===== config.mk =====
export PLATFORM = sky130hd
export DESIGN_NAME = cmpc_ctrl
export DESIGN_NICKNAME = d
export VERILOG_FILES = /design/src/rtl/cmpc_pkg.sv /design/src/rtl/cmpc_ctrl.sv
export SDC_FILE = /design/constraint.sdc
export NUM_CORES = 1
export LEC_CHECK = 0
export BUFFER_PORTS_ARGS = -buffer_cell sky130_fd_sc_hd__buf_4
export CAP_MARGIN = 0
export CORE_MARGIN = 1.5
export CORE_UTILIZATION = 43
export DETAILED_ROUTE_END_ITERATION = 8
export PLACE_DENSITY = 0.72
export SLEW_MARGIN = 20
export SYNTH_ARGS = -nofsm -noshare
export SYNTH_HDL_FRONTEND = slang
export SYNTH_SLANG_ARGS = --single-unit
export TNS_END_PERCENT = 10

===== constraint.sdc =====
create_clock -name clk -period 1.8 [get_ports clk]
set_clock_uncertainty 0.1 [all_clocks]
set_input_delay 0.54 -clock clk [delete_from_list [all_inputs] [get_ports clk]]
set_output_delay 0.54 -clock clk [all_outputs]
set_load 0.02 [all_outputs]

===== src/rtl/cmpc_pkg.sv =====
// Shared types, constants and helpers for the cascaded motor controller.
`timescale 1ns / 1ps
`default_nettype none
package cmpc_pkg;

    localparam int LOG_DEPTH_DEF  = 128;
    localparam int PWM_PERIOD_DEF = 2399;

    localparam int CFG_IDX_W  = 3;
    localparam int CFG_DATA_W = 16;

    localparam logic [CFG_IDX_W-1:0] CFG_CURRENT_KP     = 3'd0;
    localparam logic [CFG_IDX_W-1:0] CFG_CURRENT_KI     = 3'd1;
    localparam logic [CFG_IDX_W-1:0] CFG_POSITION_KP    = 3'd2;
    localparam logic [CFG_IDX_W-1:0] CFG_POSITION_KI    = 3'd3;
    localparam logic [CFG_IDX_W-1:0] CFG_POSITION_KD    = 3'd4;
    localparam logic [CFG_IDX_W-1:0] CFG_OPEN_LOOP_DUTY = 3'd5;
    localparam logic [CFG_IDX_W-1:0] CFG_TARGET_ANGLE   = 3'd6;

    localparam logic [15:0] CURRENT_KP_RST  = 16'd410;
    localparam logic [15:0] CURRENT_KI_RST  = 16'd287;
    localparam logic [15:0] POSITION_KP_RST = 16'd2867;
    localparam logic [15:0] POSITION_KI_RST = 16'd0;
    localparam logic [15:0] POSITION_KD_RST = 16'd410;

    localparam logic signed [15:0] COMMAND_RST = 16'sd5;
    localparam logic signed [15:0] TEST_AMPL   = 16'sd200;
    localparam logic signed [7:0]  DUTY_LIMIT  = 8'sd100;
    localparam logic signed [63:0] DRIVE_LIMIT = 64'sd409600;

    // floor(x / 25) = (x * R25) >> 24 for x below 2^17
    localparam logic signed [27:0] R25 = 28'sd671089;
    // floor(x / 35) = (x * R35) >> 32 for x below 2^27
    localparam logic signed [27:0] R35 = 28'sd122713352;

    typedef enum logic [2:0] {
        RM_IDLE  = 3'd0,
        RM_PWM   = 3'd1,
        RM_ITEST = 3'd2,
        RM_HOLD  = 3'd3,
        RM_TRACK = 3'd4
    } run_mode_t;

    typedef enum logic [1:0] {
        IM_CURRENT  = 2'd0,
        IM_POSITION = 2'd1,
        IM_SET_MODE = 2'd2,
        IM_READ_LOG = 2'd3
    } item_mode_t;

    typedef enum logic [4:0] {
        OP_NONE,
        OP_DRV_OFF,
        OP_C_ERR,
        OP_C_MP,
        OP_C_MI,
        OP_C_CLAMP,
        OP_OL_MAG,
        OP_D_MUL,
        OP_D_DIV,
        OP_D_FIN,
        OP_P_NUM,
        OP_P_DIV,
        OP_P_E,
        OP_P_M1,
        OP_P_M2,
        OP_P_M3,
        OP_P_FIN,
        OP_SET_MODE,
        OP_LOG_RD
    } dp_op_t;

    typedef enum logic [4:0] {
        ST_IDLE,
        ST_DISPATCH,
        ST_DRV_OFF,
        ST_C_ERR,
        ST_C_MP,
        ST_C_MI,
        ST_C_CLAMP,
        ST_OL_MAG,
        ST_D_MUL,
        ST_D_DIV,
        ST_D_FIN,
        ST_P_NUM,
        ST_P_DIV,
        ST_P_E,
        ST_P_M1,
        ST_P_M2,
        ST_P_M3,
        ST_P_FIN,
        ST_SET_MODE,
        ST_LOG_RD,
        ST_RESP
    } ctrl_state_t;

    typedef struct packed {
        dp_op_t op;
        logic   take;
        logic   emit;
    } cmd_t;

    typedef struct packed {
        item_mode_t item_mode;
        run_mode_t  run_mode;
    } status_t;

    function automatic logic signed [31:0] sat32(input logic signed [32:0] v);
        logic signed [31:0] r;
        if (v[32] != v[31])
        begin
            r = v[32] ? 32'sh8000_0000 : 32'sh7fff_ffff;
        end
        else
        begin
            r = v[31:0];
        end
        return r;
    endfunction

endpackage
`default_nettype wire


===== src/rtl/cmpc_ctrl.sv =====
// Controller state machine: sequences the datapath for each transaction.
`timescale 1ns / 1ps
`default_nettype none
module cmpc_ctrl (
    input  wire logic              clk,
    input  wire logic              rst_n,
    input  wire logic              in_valid,
    output logic                   in_ready,
    output logic                   out_valid,
    input  wire logic              out_ready,
    input  wire cmpc_pkg::status_t status,
    output cmpc_pkg::cmd_t         cmd
);
    import cmpc_pkg::*;

    ctrl_state_t state_reg, state_next;
    logic        out_valid_reg, out_valid_next;

    always_ff @(posedge clk or negedge rst_n)
    begin
        if (!rst_n)
        begin
            state_reg     <= ST_IDLE;
            out_valid_reg <= 1'b0;
        end
        else
        begin
            state_reg     <= state_next;
            out_valid_reg <= out_valid_next;
        end
    end

    always_comb
    begin
        cmd        = '{op: OP_NONE, take: 1'b0, emit: 1'b0};
        state_next = state_reg;
        in_ready   = (state_reg == ST_IDLE);
        case (state_reg)
            ST_IDLE:
            begin
                if (in_valid)
                begin
                    cmd.take   = 1'b1;
                    state_next = ST_DISPATCH;
                end
            end
            ST_DISPATCH:
            begin
                case (status.item_mode)
                    IM_CURRENT:
                    begin
                        if (status.run_mode == RM_IDLE)
                        begin
                            state_next = ST_DRV_OFF;
                        end
                        else if (status.run_mode == RM_PWM)
                        begin
                            state_next = ST_OL_MAG;
                        end
                        else if (status.run_mode inside {RM_ITEST, RM_HOLD})
                        begin
                            state_next = ST_C_ERR;
                        end
                        else
                        begin
                            state_next = ST_RESP;
                        end
                    end
                    IM_POSITION:
                    begin
                        state_next = (status.run_mode == RM_HOLD) ? ST_P_NUM : ST_RESP;
                    end
                    IM_SET_MODE: state_next = ST_SET_MODE;
                    IM_READ_LOG: state_next = ST_LOG_RD;
                    default:     state_next = ST_RESP;
                endcase
            end
            ST_DRV_OFF:  begin cmd.op = OP_DRV_OFF;  state_next = ST_RESP;    end
            ST_C_ERR:    begin cmd.op = OP_C_ERR;    state_next = ST_C_MP;    end
            ST_C_MP:     begin cmd.op = OP_C_MP;     state_next = ST_C_MI;    end
            ST_C_MI:     begin cmd.op = OP_C_MI;     state_next = ST_C_CLAMP; end
            ST_C_CLAMP:  begin cmd.op = OP_C_CLAMP;  state_next = ST_D_MUL;   end
            ST_OL_MAG:   begin cmd.op = OP_OL_MAG;   state_next = ST_D_MUL;   end
            ST_D_MUL:    begin cmd.op = OP_D_MUL;    state_next = ST_D_DIV;   end
            ST_D_DIV:    begin cmd.op = OP_D_DIV;    state_next = ST_D_FIN;   end
            ST_D_FIN:    begin cmd.op = OP_D_FIN;    state_next = ST_RESP;    end
            ST_P_NUM:    begin cmd.op = OP_P_NUM;    state_next = ST_P_DIV;   end
            ST_P_DIV:    begin cmd.op = OP_P_DIV;    state_next = ST_P_E;     end
            ST_P_E:      begin cmd.op = OP_P_E;      state_next = ST_P_M1;    end
            ST_P_M1:     begin cmd.op = OP_P_M1;     state_next = ST_P_M2;    end
            ST_P_M2:     begin cmd.op = OP_P_M2;     state_next = ST_P_M3;    end
            ST_P_M3:     begin cmd.op = OP_P_M3;     state_next = ST_P_FIN;   end
            ST_P_FIN:    begin cmd.op = OP_P_FIN;    state_next = ST_RESP;    end
            ST_SET_MODE: begin cmd.op = OP_SET_MODE; state_next = ST_RESP;    end
            ST_LOG_RD:   begin cmd.op = OP_LOG_RD;   state_next = ST_RESP;    end
            ST_RESP:
            begin
                if (!out_valid_reg || out_ready)
                begin
                    cmd.emit   = 1'b1;
                    state_next = ST_IDLE;
                end
            end
            default: state_next = ST_IDLE;
        endcase
    end

    always_comb
    begin
        if (cmd.emit)
        begin
            out_valid_next = 1'b1;
        end
        else if (out_ready)
        begin
            out_valid_next = 1'b0;
        end
        else
        begin
            out_valid_next = out_valid_reg;
        end
    end

    assign out_valid = out_valid_reg;
endmodule
`default_nettype wire


Yosys cells after proc, flatten, opt, wreduce, memory -nomap -nowiden:

Index checks and enable logic that the tools add are counted.

* flip-flop bits (word level): 6
* input port bits: 9
* output and inout bits: 9
* logic and storage cells: 55

* equal/unequal tests: 28
* multiplexer cells: 15
* reductions and logical operators: 10

Operator list (count)
* $pmux 5 s18: 1
* $pmux 5 s16: 1
* $eq 5x4->1 const B: 8
* $mux 5: 6
* $eq 5x5->1 const B: 5
* $eq 5x3->1 const B: 4
* $pmux 5 s4: 1
* $eq 5x2->1 const B: 2
* $eq 3x2->1 const B: 2
* $mux 1: 6
* $eq 5x1->1 const B: 1
* $logic_not 5->1: 1
* $reduce_or 5->1: 1
* $eq 2x2->1 const B: 2
* $ne 2x2->1 const B: 2
* $reduce_bool 2->1: 2
* $eq 3x1->1 const B: 1
* $logic_not 3->1: 1
* $eq 2x1->1 const B: 1
* $logic_not 2->1: 1
* $reduce_and 2->1: 1
* $reduce_or 2->1: 1
* $logic_not 1->1: 1
* $logic_or 1x1->1: 1

Longest topological paths before layout:

Gate-level depths: netlist of run 1.

* word-level depth: 7
* depth in mapped cells: 4
* mapped depth without buffers: 3

Worst setup path before layout of run 1:

No wires, ideal clock.

* kind: register -> output
* start: register state_reg[3]
* end: output port cmd[2] in the netlist's numbering
* data arrival time: 1.427 ns
* data required time: 1.160 ns
* slack: -0.267 ns
* stages on the path, launching flop included: 4
* path buffers: 1
* cells stage by stage: dfrtp_1 clkbuf_1 or2_2 a211oi_1

RTL lines
* start, declared: line cmpc_ctrl.sv:16 `ctrl_state_t state_reg, state_next;`
* start signal, assigned: line cmpc_ctrl.sv:28 `state_reg <= state_next;`
* end, declared: line cmpc_ctrl.sv:12 `output cmpc_pkg::cmd_t cmd`

==> summary.md, run 1 <==
The source-to-sink clock delay at the later pin of the worst-skew pair was 0.26 ns; the die span in x was 39.5 µm. The detailed router finished its first iteration with 117 violations. The worst-margin pin slew came out at 0.660 ns.

In this run, CTS created clock tree buffers numbering 3. The count of flip-flops with a built-in enable after synthesis works out to 0. The tool flagged a number of max-cap violations equal to 0. The initial utilization of the core area, before any placement, comes to 49.0%. CTS placed an instance of clkbuf_4 at the clock tree root. The HPWL reported at the end of detailed placement came out at 1330 µm. During placement, the flow inserted port buffers numbering 17. The routed layout has 962 vias.

The checks that failed: negative setup slack. Kind of path behind the tightest hold check: in -> async. Headroom to the max-slew limit came out at 55.4%. For this run, the post-layout net count is 135. The kind of critical path was reg -> out.

Post-detailed-route DRC marker count: 0. The tools report the via count of the first global-routing pass as 1018. The area of the die is 0.00156 mm², and the cell count after synthesis is 75. The cell area that synthesis handed to floorplanning was 574 µm². The Yosys step of the flow raised 0 warnings. Across the VDD grid, the largest voltage drop is 0.00134 V. Of the cells placed in the final design, the portion with a size suffix greater than 1 is 64.5%. The synthesized design spends more area on one cell type than any other, namely dfrtp_1. Timing analysis after detailed placement gives a worst setup slack of -0.100 ns. The fraction of registers with async set/reset was 100%; the maximum buffer depth of the clock tree was 2. The register with the most flip-flops in the layout has 5 of them. Entering global routing, the biggest net connects 10 pins. The overall global routing resource usage was 52.0%. After detailed routing, the number of vias per cell comes to 6.97. Setup repair after global routing could not meet its margin everywhere.

The number of routed nets with antenna violations came out at 0. The flow ran to the end, but the final reports show violations. The number of antenna cells inserted was 0; the power density relative to cell area was 2010 mW/mm².

TritonCTS built the clock tree. The number of H-tree levels was 1; the net count after synthesis was 84. The logs give 0 for the initial antenna violation count and 1.46 ns for the critical path data arrival time. The logs give 9 for the number of setup violations in the final report and 26.1% for the sequential share of the synthesized area. By area the synthesized netlist is led by dfrtp_1 26%, nor2b_1 9.8%, o21ai_0 4.4%. In this run the standard cell core region covers 0.00117 mm².

Clock tree synthesis found a total of 6 sinks. The first detailed-routing pass took 5 iterations. The static power due to leakage is 0.518 nW. The first-pass GRT wire length came out at 5130 µm. The tools report the sort of element at the end of the critical path as an output port. Timing would allow up to 0.476 GHz. The post-CTS clock slew at the launch and capture registers of the worst setup and hold paths is 0.05 ns. The logs give 1.16 ns for the required time reported for the critical path endpoint and 0.539 ns for the worst slack on hold paths. Among all flip-flop cells after synthesis, the most frequent one is dfrtp_1. Subtracting the final worst setup slack from the clock period gives 2.10 ns. The die span in y was 39.5 µm. The commonest non-fill, non-tap cell in the layout was buf_4.

The number of distinct standard cells referenced by the synthesized netlist was 36. STA classifies the critical path startpoint as a flop. Dividing the detail-routed wire length by the instance count gives 25.1 µm.

For the number of placement rows, the log shows 12. The logs give 0 for the max-slew violation count and -0.301 ns for the setup slack of the critical path after layout. Counting flops and latches in the post-synthesis netlist gives 6. The area growth from synthesis to layout is 98.5%.

The area share of the leading cell type in the synthesized netlist works out to 26.1%. The top cell types in the final layout, fill and taps aside, are 41 x buf_4, 8 x buf_6, 6 x nor2b_1. Along the worst path, the maximum fanout reaches 8. The final cycle utilization of the critical path is 117%, and the total congestion overflow after global routing is 0. The total wirelength of the detailed-routed design was 3470 µm; the weighted congestion at the end of routability-driven global placement was 0.850.

The count of final hold-check violations was 0; the mean area per synthesized cell was 7.66 µm². I/O pin total: 18.
## through the flow
| stage | TNS, ns | total power, mW | area (µm²) | utilization (%) | std cells |
|---|---|---|---|---|---|
| 4_1_cts | -1.48 | 2.00 | 1110 | 95.2 | 137 |
| 5_1_grt | -2.55 | 2.37 | 1140 | 97.3 | 138 |
| 3_3_place_gp | -0.217 | 1.41 | 857 | 73.2 | 119 |
| 6_report | -2.26 | 2.29 | 1140 | 97.3 | 138 |
| 2_1_floorplan | -0.256 | 0.920 | 597 | - | 75 |
| 3_5_place_dp | -0.393 | 1.43 | 857 | 73.2 | 119 |
## cells by family (layout without fill, tap and decap cells)
kind of cell	count (synthesis)	in the layout	synth area share, %
compound gates	23	23	27.9
buf+inv	8	57	5.88
flops	6	6	26.1
mux	1	1	1.96
simple gates	37	37	38.1
## critical path: stages (launching register included)
cell and delay [ns]:
dfrtp_2 0.50, buf_6 0.15, nor2b_4 0.16, nand3_2 0.14, nor2_4 0.13, buf_6 0.12
## path summary, 6_finish.rpt
path	from	to	slack [ns]	cells after the start
max	state_reg[2]$_DFFE_PN0P_	cmd[0]	-0.30	5
min	rst_n	state_reg[2]$_DFFE_PN0P_	0.54	2
max reg2reg	state_reg[2]$_DFFE_PN0P_	state_reg[3]$_DFFE_PN0P_	-0.16	4
min reg2reg	state_reg[0]$_DFFE_PN0P_	state_reg[4]$_DFFE_PN0P_	0.67	2
max in group asynchronous	rst_n	state_reg[0]$_DFFE_PN0P_	0.92	2
min in group clk	status[4]	state_reg[2]$_DFFE_PN0P_	0.54	3
## synthesized netlist by cell type, drive strengths merged, types with 2 or more instances
library cell  count
nor3              2
nand2             3
nand2b            2
nor2b             9
inv               2
dfrtp             6
nand4             3
nor2              5
a21oi             3
or2               2
nor4              2
o211ai            3
clkbuf            5
o21ai             5
o311ai            2
## area by class of cell
class | count | area, µm²
clock buffers | 3 | 22.5
inverters | 2 | 7.51
well taps | 14 | 17.5
fillers | 18 | 31.3
multi-input cells | 61 | 503
repair buffers | 52 | 433
flip-flops and latches | 6 | 156
## power breakdown
part | switching [mW] | leakage, nW | internal (mW)
registers | 0.140 | 0.0703 | 0.201
clock network | 0.0585 | 0.0138 | 0.0761
logic | 0.884 | 0.434 | 0.931
## layer usage
layer  part of all wire (%)  track usage, %  vias to the layer above  routed length (µm)
met1                     33            50.3                      419                1150
met2                     46            81.6                      119                1590
met4                    7.8            48.3                        0                 271
li1                       -               -                      381                   -
met5                      0               0                        -                   0
met3                     13            22.2                       43                 453
## what timing repair did
item	in CTS	in global routing
endpoints found under the hold margin	6	0
pin swaps	7	5
hold buffers	1	0
endpoints found under the setup margin	8	10
gates resized for setup	31	7
setup buffers	14	1
No activity file was read; power rests on OpenSTA's default activity.
==> inputs of run 2 (changes only) <==
MAX_ROUTING_LAYER = met4   (was not set)
==> summary.md, run 2 <==
The flow did not finish. The stage where the run came to a stop is global routing. The first error in the log reads "[ERROR DPL-0033] detailed placement checks failed during check placement". In the post-synthesis netlist, the biggest area contributors are dfrtp_1 26%, nor2b_1 9.8%, o21ai_0 4.4%. In this run the mean area of a mapped cell was 7.66 µm². The logs give 0 for the count of warnings emitted by yosys and 1 for the number of H-tree levels.

The largest net degree at the start of global routing was 10. Counting the buffers created by CTS gives 3. The run gives 0 as the initial antenna violation count. Counting flops with an async set or reset pin after synthesis yields a share of 100%.

The share of synthesized area in the top cell type comes to 26.1%. The share of the Yosys chip area taken by registers is 26.1%. Buffers placed on the I/O ports in this run total 17. Pin placement for this block handled 18 I/O pins. The HPWL reported at the end of detailed placement came out at 1330 µm.

The die span in x was 39.5 µm. Primary flip-flop cell chosen by synthesis mapping: dfrtp_1. The tools report the root buffer cell as clkbuf_4.

Counting instances in the post-synthesis netlist gives the leading cell types as 9 x nor2b_1, 6 x dfrtp_1, 5 x clkbuf_1, 5 x nor2_1, 5 x o21ai_0. Clock tree synthesis found a total of 6 sinks. The initial utilization of the core area, before any placement, comes to 49.0%. The most frequent cell after synthesis was nor2b_1.

The flop and latch count out of synthesis is 6. Summing every instance area after synthesis gives 574 µm². The congestion estimate from routability-driven global placement came to 0.863.

In this run the vertical extent of the chip is 39.5 µm. In this run the deepest clock path goes through 2 buffers. After synthesis, the netlist uses 36 different library cells. The count of flip-flops with a built-in enable after synthesis is 0, and the net count after synthesis is 84. The cell count after synthesis came out at 75. After floorplanning, the core was divided into 12 placement rows. The synthesized design spends more area on one cell type than any other, namely dfrtp_1. The tools report the worst endpoint from the post-global-route timing repair as cmd[4].

The type of the worst endpoint after the last repair was an output port.
-- run 2: cell counts after synthesis --
Identical to the previous run, type by type.
-- run 2: what timing repair did --
action | CTS
setup buffers | 14
setup endpoints to repair | 8
hold buffers | 1
gates resized for setup | 31
pin swaps | 7
hold endpoints to repair | 6
-- run 2: cells by family after synthesis --
| logic type | Yosys count | share of synthesized area, % |
|---|---|---|
| compound gates | 23 | 27.9 |
| buf+inv | 8 | 5.88 |
| flops | 6 | 26.1 |
| mux | 1 | 1.96 |
| simple gates | 37 | 38.1 |
-- run 2: metrics by stage --
| step | setup slack (ns) | instance area, µm² | cells | setup TNS [ns] |
|---|---|---|---|---|
| detailed placement | -0.100 | 857 | 119 | -0.393 |
| global placement | -0.0737 | 857 | 119 | -0.217 |
| CTS | -0.221 | 1110 | 137 | -1.48 |
| floorplan | -0.0760 | 597 | 75 | -0.256 |
==> inputs of run 3 (changes only) <==
CORE_AREA = 2 2 63 65   (was not set)
CORE_MARGIN = not set   (was 1.5)
CORE_UTILIZATION = not set   (was 43)
DIE_AREA = 0 0 65 67   (was not set)
MAX_ROUTING_LAYER = not set   (was met4)
PLACE_DENSITY = not set   (was 0.72)
PLACE_DENSITY_LB_ADDON = 0.15   (was not set)
clock period = 2.3 ns   (was 1.8 ns; I/O delays follow)
==> summary.md, run 3 (synthesized netlist as in run 1, its figures left out) <==
The post-CTS clock slew at the launch and capture registers of the worst setup and hold paths was 0.04 ns; the critical path data arrival time was 1.45 ns. Buffers placed on the I/O ports in this run total 17. The first global-routing pass estimated 3020 µm of wire. The tools report the required time reported for the critical path endpoint as 1.51 ns.

The sequential cells in the finished layout cover a total of 156 µm². TritonCTS built the clock tree. Summing internal, switching and leakage power gives 1.13 mW. The peak clock frequency supported by timing is 0.447 GHz.

Along the worst path, the maximum fanout reaches 10. The path class of the tightest hold or removal check is in -> async. The wire-length estimate of the detail-placed layout is 1390 µm. Global routing consumed, over all layers together, 9.34% of the routing resources. The source of the critical timing path was state_reg[2]$_DFFE_PN0P_. The kind of cell with the highest combined delay along the critical path is simple AND/OR/NAND/NOR gates. Detailed-router iteration count before antenna repair: 2. The routed via count divided by cell count came out at 4.51.

The detail route stage leaves a number of antenna-violating nets equal to 0. The filler cells instantiated in the layout total 410. In this run the vertical extent of the chip is 67 µm. The count of final hold-check violations came out at 0. The core region is 0.00361 mm².

Leaving out fill and tap cells, the most frequent cells in the layout are 22 x buf_4, 9 x nor2b_1, 5 x o21ai_0, 5 x dfrtp_2, 4 x nor2_1. Compared with the post-synthesis result, the final layout area differs by 45.1%. The die covers 0.00436 mm². In this run the power density over the cells is 1360 mW/mm². The count of buffer and inverter cells on the critical path came out at 1. The critical path goes through or2_2 -> nor3_1 -> buf_4. In this run the deepest clock path goes through 2 buffers. The flow ran to the end, and the final reports show no timing, DRC or antenna violations. Headroom to the max-slew limit came out at 70.1%. For the worst-skew pair, the clock arrives at the later sink with an insertion delay of 0.22 ns. The tree built by TritonCTS fans out to 6 sinks. The delay of the slowest cell on the worst path came out at 0.46 ns. The max-slew violation count was 0. Summing over every cut layer, the via total after detailed routing is 641. The I/O pin total was 18.

Routability-driven placement finished with a final weighted congestion of 0.822. The number of clock buffers inserted by TritonCTS was 3; the static power due to leakage was 0.341 nW. The start of the worst register-to-register path is state_reg[4]$_DFFE_PN0P_. The number of H-tree levels was 1; the worst slack on hold paths was 0.169 ns. The initial antenna violation count came out at 0. The routed design has 1790 µm of wire. The tools report the sort of element at the end of the critical path as an output port.

The largest individual stage delay along the critical path comes from the cell dfrtp_2. The worst-margin pin slew was 0.443 ns. For the number of cells after detailed placement, the log shows 139. The tree is rooted in a clkbuf_8. The minimum clock period came out at 2.24 ns. The worst setup path is launched from a flop. The final cycle utilization of the critical path works out to 97.2%.

In the final design database the tool counted 105 nets. The hold buffer count at cts is 0, and the post-detailed-route DRC marker count is 0. The library cell used most frequently in the layout, excluding fill and tap cells, is buf_4.

Entering global routing, the biggest net connects 14 pins. The finished layout holds 142 standard cells, fillers aside. The number of antenna cells inserted was 0; the via count of the first global-routing pass was 594. The initial utilization of the core area, before any placement, comes to 15.9%. The die span in x works out to 65 µm.

The register with the most flip-flops in the layout has 5 of them. In the final routed layout, each cell accounts on average for 12.6 µm. Setup repair after global routing left no endpoint under its margin.

The worst setup path is of the reg -> out kind. Cells with a size suffix above 1 make up 39.4% of the layout. In the final layout, the multi-input gates occupy 403 µm². Across the VDD grid, the largest voltage drop is 0.000225 V. The initialized floorplan defines 22 standard-cell rows. The tools report the DRC violation total after the first TritonRoute iteration as 28. Setup violations remaining at the end of the flow were counted as 0. For the count of maximum capacitance violations, the log shows 0. For this run the aggregate overflow at the end of global routing stands at 0.
[run 3: power breakdown]
group	switching [mW]	internal (mW)
Combinational	0.376	0.332
Clock	0.0443	0.112
Sequential	0.107	0.158
Total	0.527	0.602
[run 3: final timing paths]
| path | slack [ns] | cells past startpoint | end |
|---|---|---|---|
| worst max-delay path | 0.06 | 3 | cmd[6] |
| worst min-delay path | 0.17 | 1 | state_reg[0]$_DFFE_PN0P_ |
| worst max register to register | 0.67 | 4 | state_reg[0]$_DFFE_PN0P_ |
| worst min register to register | 0.58 | 2 | state_reg[1]$_DFFE_PN0P_ |
| max in group asynchronous | 1.80 | 1 | state_reg[4]$_DFFE_PN0P_ |
| min in group clk | 0.58 | 2 | state_reg[1]$_DFFE_PN0P_ |
[run 3: timing repair]
item                                    in CTS  in global routing
setup buffers                                0                  0
resized for setup                            3                  5
pin swaps                                    0                  0
endpoints found under the setup margin       3                  5
[run 3: metrics by stage]
step	setup TNS (ns)	setup slack, ns	area [µm²]	utilization (%)
floorplan	0	0.0833	574	-
global placement	0	0.201	773	21.4
detailed placement	0	0.183	773	21.4
CTS	-0.0117	-0.0117	818	22.7
global route	0	0.00632	833	23.1
finish	0	0.0635	833	23.1
[run 3: layout make-up]
type,count,area share (%)
clock buffers,3,4.95
inverters,2,0.901
well taps,48,7.21
repair buffers,22,19.8
multi-input cells,61,48.3
flip-flops and latches,6,18.8
[run 3: metal layers]
metal	global-route usage, %	wire [µm]	vias up
li1	-	-	320
met1	13.0	928	303
met2	12.9	766	16
met3	2.03	70	2
met4	5.59	27	0
met5	0	0	-
==> inputs of run 4 (changes only) <==
SETUP_SLACK_MARGIN = 0.5   (was not set)
==> summary.md, run 4 (synthesized netlist as in run 1, its figures left out) <==
STA puts the critical path data required time at 1.51 ns. The die covers 0.00436 mm². Power density relative to cell area: 1440 mW/mm². The number of antenna diodes in the final layout is 0. The max-slew violation count is 0, and the routed via count divided by cell count is 4.47. Detailed-route via count: 679. For the number of sinks on the clock net, the log shows 6. The final cycle utilization of the critical path was 94.3%. The run gives 0.230 ns as the worst slack at placement. Measured on the finished design, the core utilization comes to 27.2%. Entering global routing, the biggest net connects 10 pins.

In this run the deepest clock path goes through 2 buffers. In this run the worst path has a maximum fanout of 6. For this block, the initial DRC count from the detailed router was 18.

The setup path with the least slack is of type reg -> out. The run finished with clean final reports. For the count of final hold-check violations, the log shows 0. In this run the worst setup path begins at state_reg[1]$_DFFE_PN0P_. The kind of start point of the critical path was a flop. The detailed-router iteration count before antenna repair was 4. The critical path data arrival time was 1.38 ns; the number of I/O port buffers was 17. The die span in y works out to 67 µm. The weighted congestion at the end of routability-driven global placement is 0.699, and the worst slack on hold paths is 0.160 ns. Setup slack on the worst reg-to-reg path comes out at 0.64 ns. The share of total power dissipated in combinational logic is 68.2%.

Core area: 0.00361 mm². The setup slack of the critical path after layout was 0.131 ns; the number of H-tree levels was 1. The share of total power in sequential cells was 19.9%.

After detailed routing, the average wire length per cell comes to 12.5 µm. The die span in x is 65 µm. After clock tree synthesis, the clock-pin slew on the worst setup and hold paths is 0.04 ns.

The tools report the source-to-sink clock delay at the later pin of the worst-skew pair as 0.23 ns. Pin placement for this block handled 18 I/O pins. The run gives 9.71% as the overall global routing resource usage. Of the cells placed in the final design, the portion with a size suffix greater than 1 is 51.9%. The number of placement rows is 22. For the HPWL reported at the end of detailed placement, the log shows 1320 µm. The worst register-to-register path begins at state_reg[3]$_DFFE_PN0P_. The total overflow left after global routing is 0. The total wirelength of the detailed-routed design is 1900 µm.

The net switching share of the total power was 45.3%. Measured in cells, the most critical reg-to-reg path has a length of 4. The sort of element at the end of the critical path is an output port. VDD sags by at most 0.000313 V. The number of clock buffers inserted by TritonCTS was 3; the part of the power in the clock network was 11.9%. The tools report the via count of the first global-routing pass as 685.

The final layout contains 114 nets. After detailed routing, the number of remaining DRC violations is 0. Peak clock frequency supported by timing: 0.461 GHz.

Kind of path behind the tightest hold check: in -> async. Hold buffer count at cts: 0. The initial antenna violation count is 0, and the static power due to leakage is 0.408 nW. The logs give 3240 µm for the first-pass GRT wire length and 71.8% for the worst slew margin relative to its limit. The top cell types in the final layout, fill and taps aside, are 28 x buf_4, 8 x nor2b_1, 5 x dfrtp_2. The tools report the capture point of the worst reg-to-reg path as state_reg[0]$_DFFE_PN0P_. Leaving out fill and tap cells, the most frequent cell in the layout is buf_4.

The initial utilization of the core area, before any placement, comes to 15.9%. TritonCTS built the clock tree. Setup total negative slack on the finished layout was measured at 0 ns. The clock period could shrink to 2.17 ns. Across the run, the number of max-cap violations was 0.

The design draws 1.41 mW. The cell sitting at the root of the clock tree is a clkbuf_8. Setup violations remaining at the end of the flow were counted as 0.

The flip-flop count of the largest register, all copies and words added came out at 5. Compared with the post-synthesis result, the final layout area differs by 70.6%. Setup repair after global routing could not meet its margin everywhere.

The worst setup path endpoint is cmd[5]. The count of nets left with antenna violations once routing finished came out at 0. At the pin with the least slew margin, the transition time is 0.417 ns. The design internal power is 0.772 mW, and the net switching power is 0.641 mW.
run 4: cell count changes in the layout (fill, tap and decap cells not counted), sizes merged:
cell    before  now
buf         22   31
clkbuf       3    4
run 4: what timing repair did:
item,4_1_cts,5_1_grt
buffers inserted,11,0
resized for setup,9,3
endpoints found under the setup margin,8,8
pin swaps,2,1
run 4: final cells by class:
cell class                 count  area [µm²]
clock buffer                   4        45.0
sequential                     6         156
timing repair buffer          31         238
multi-input combinational     61         470
fill                         389        2630
tap                           48        60.1
inverter                       2        10.0
run 4: metrics by stage:
stage	cell area, µm²	instances
finish	980	152
global route	980	152
CTS	975	152
detailed placement	828	137
global placement	828	137
floorplan	676	75
run 4: power by group through the flow:
stage,clock network (mW),registers [mW],logic (mW)
2_1_floorplan,0,0.212,0.643
3_3_place_gp,0,0.311,0.760
3_5_place_dp,0,0.313,0.752
4_1_cts,0.172,0.278,0.961
5_1_grt,0.182,0.291,1.05
6_report,0.168,0.281,0.964
run 4: worst max-delay path, cell delays in order (launching register included):
cell,delay [ns]
dfrtp_2,0.46
nor3_4,0.23
mux2_4,0.31
buf_4,0.15
run 4: per-layer routing:
metal | track usage (%) | share of wire [%] | up-vias
met5 | 0 | 0 | -
met2 | 16.0 | 50 | 20
met1 | 12.9 | 45 | 319
li1 | - | - | 338
met4 | 4.79 | 1.0 | 0
met3 | 0.507 | 4.1 | 2
run 4: worst min-delay path by stage:
stage / to / slack, ns
floorplan: out_valid$_DFFE_PN0P_ / 0.29
global placement: out_valid$_DFFE_PN0P_ / 0.40
detailed placement: state_reg[1]$_DFFE_PN0P_ / 0.40
CTS: state_reg[0]$_DFFE_PN0P_ / 0.16
global route: state_reg[2]$_DFFE_PN0P_ / 0.16
finish: state_reg[0]$_DFFE_PN0P_ / 0.16
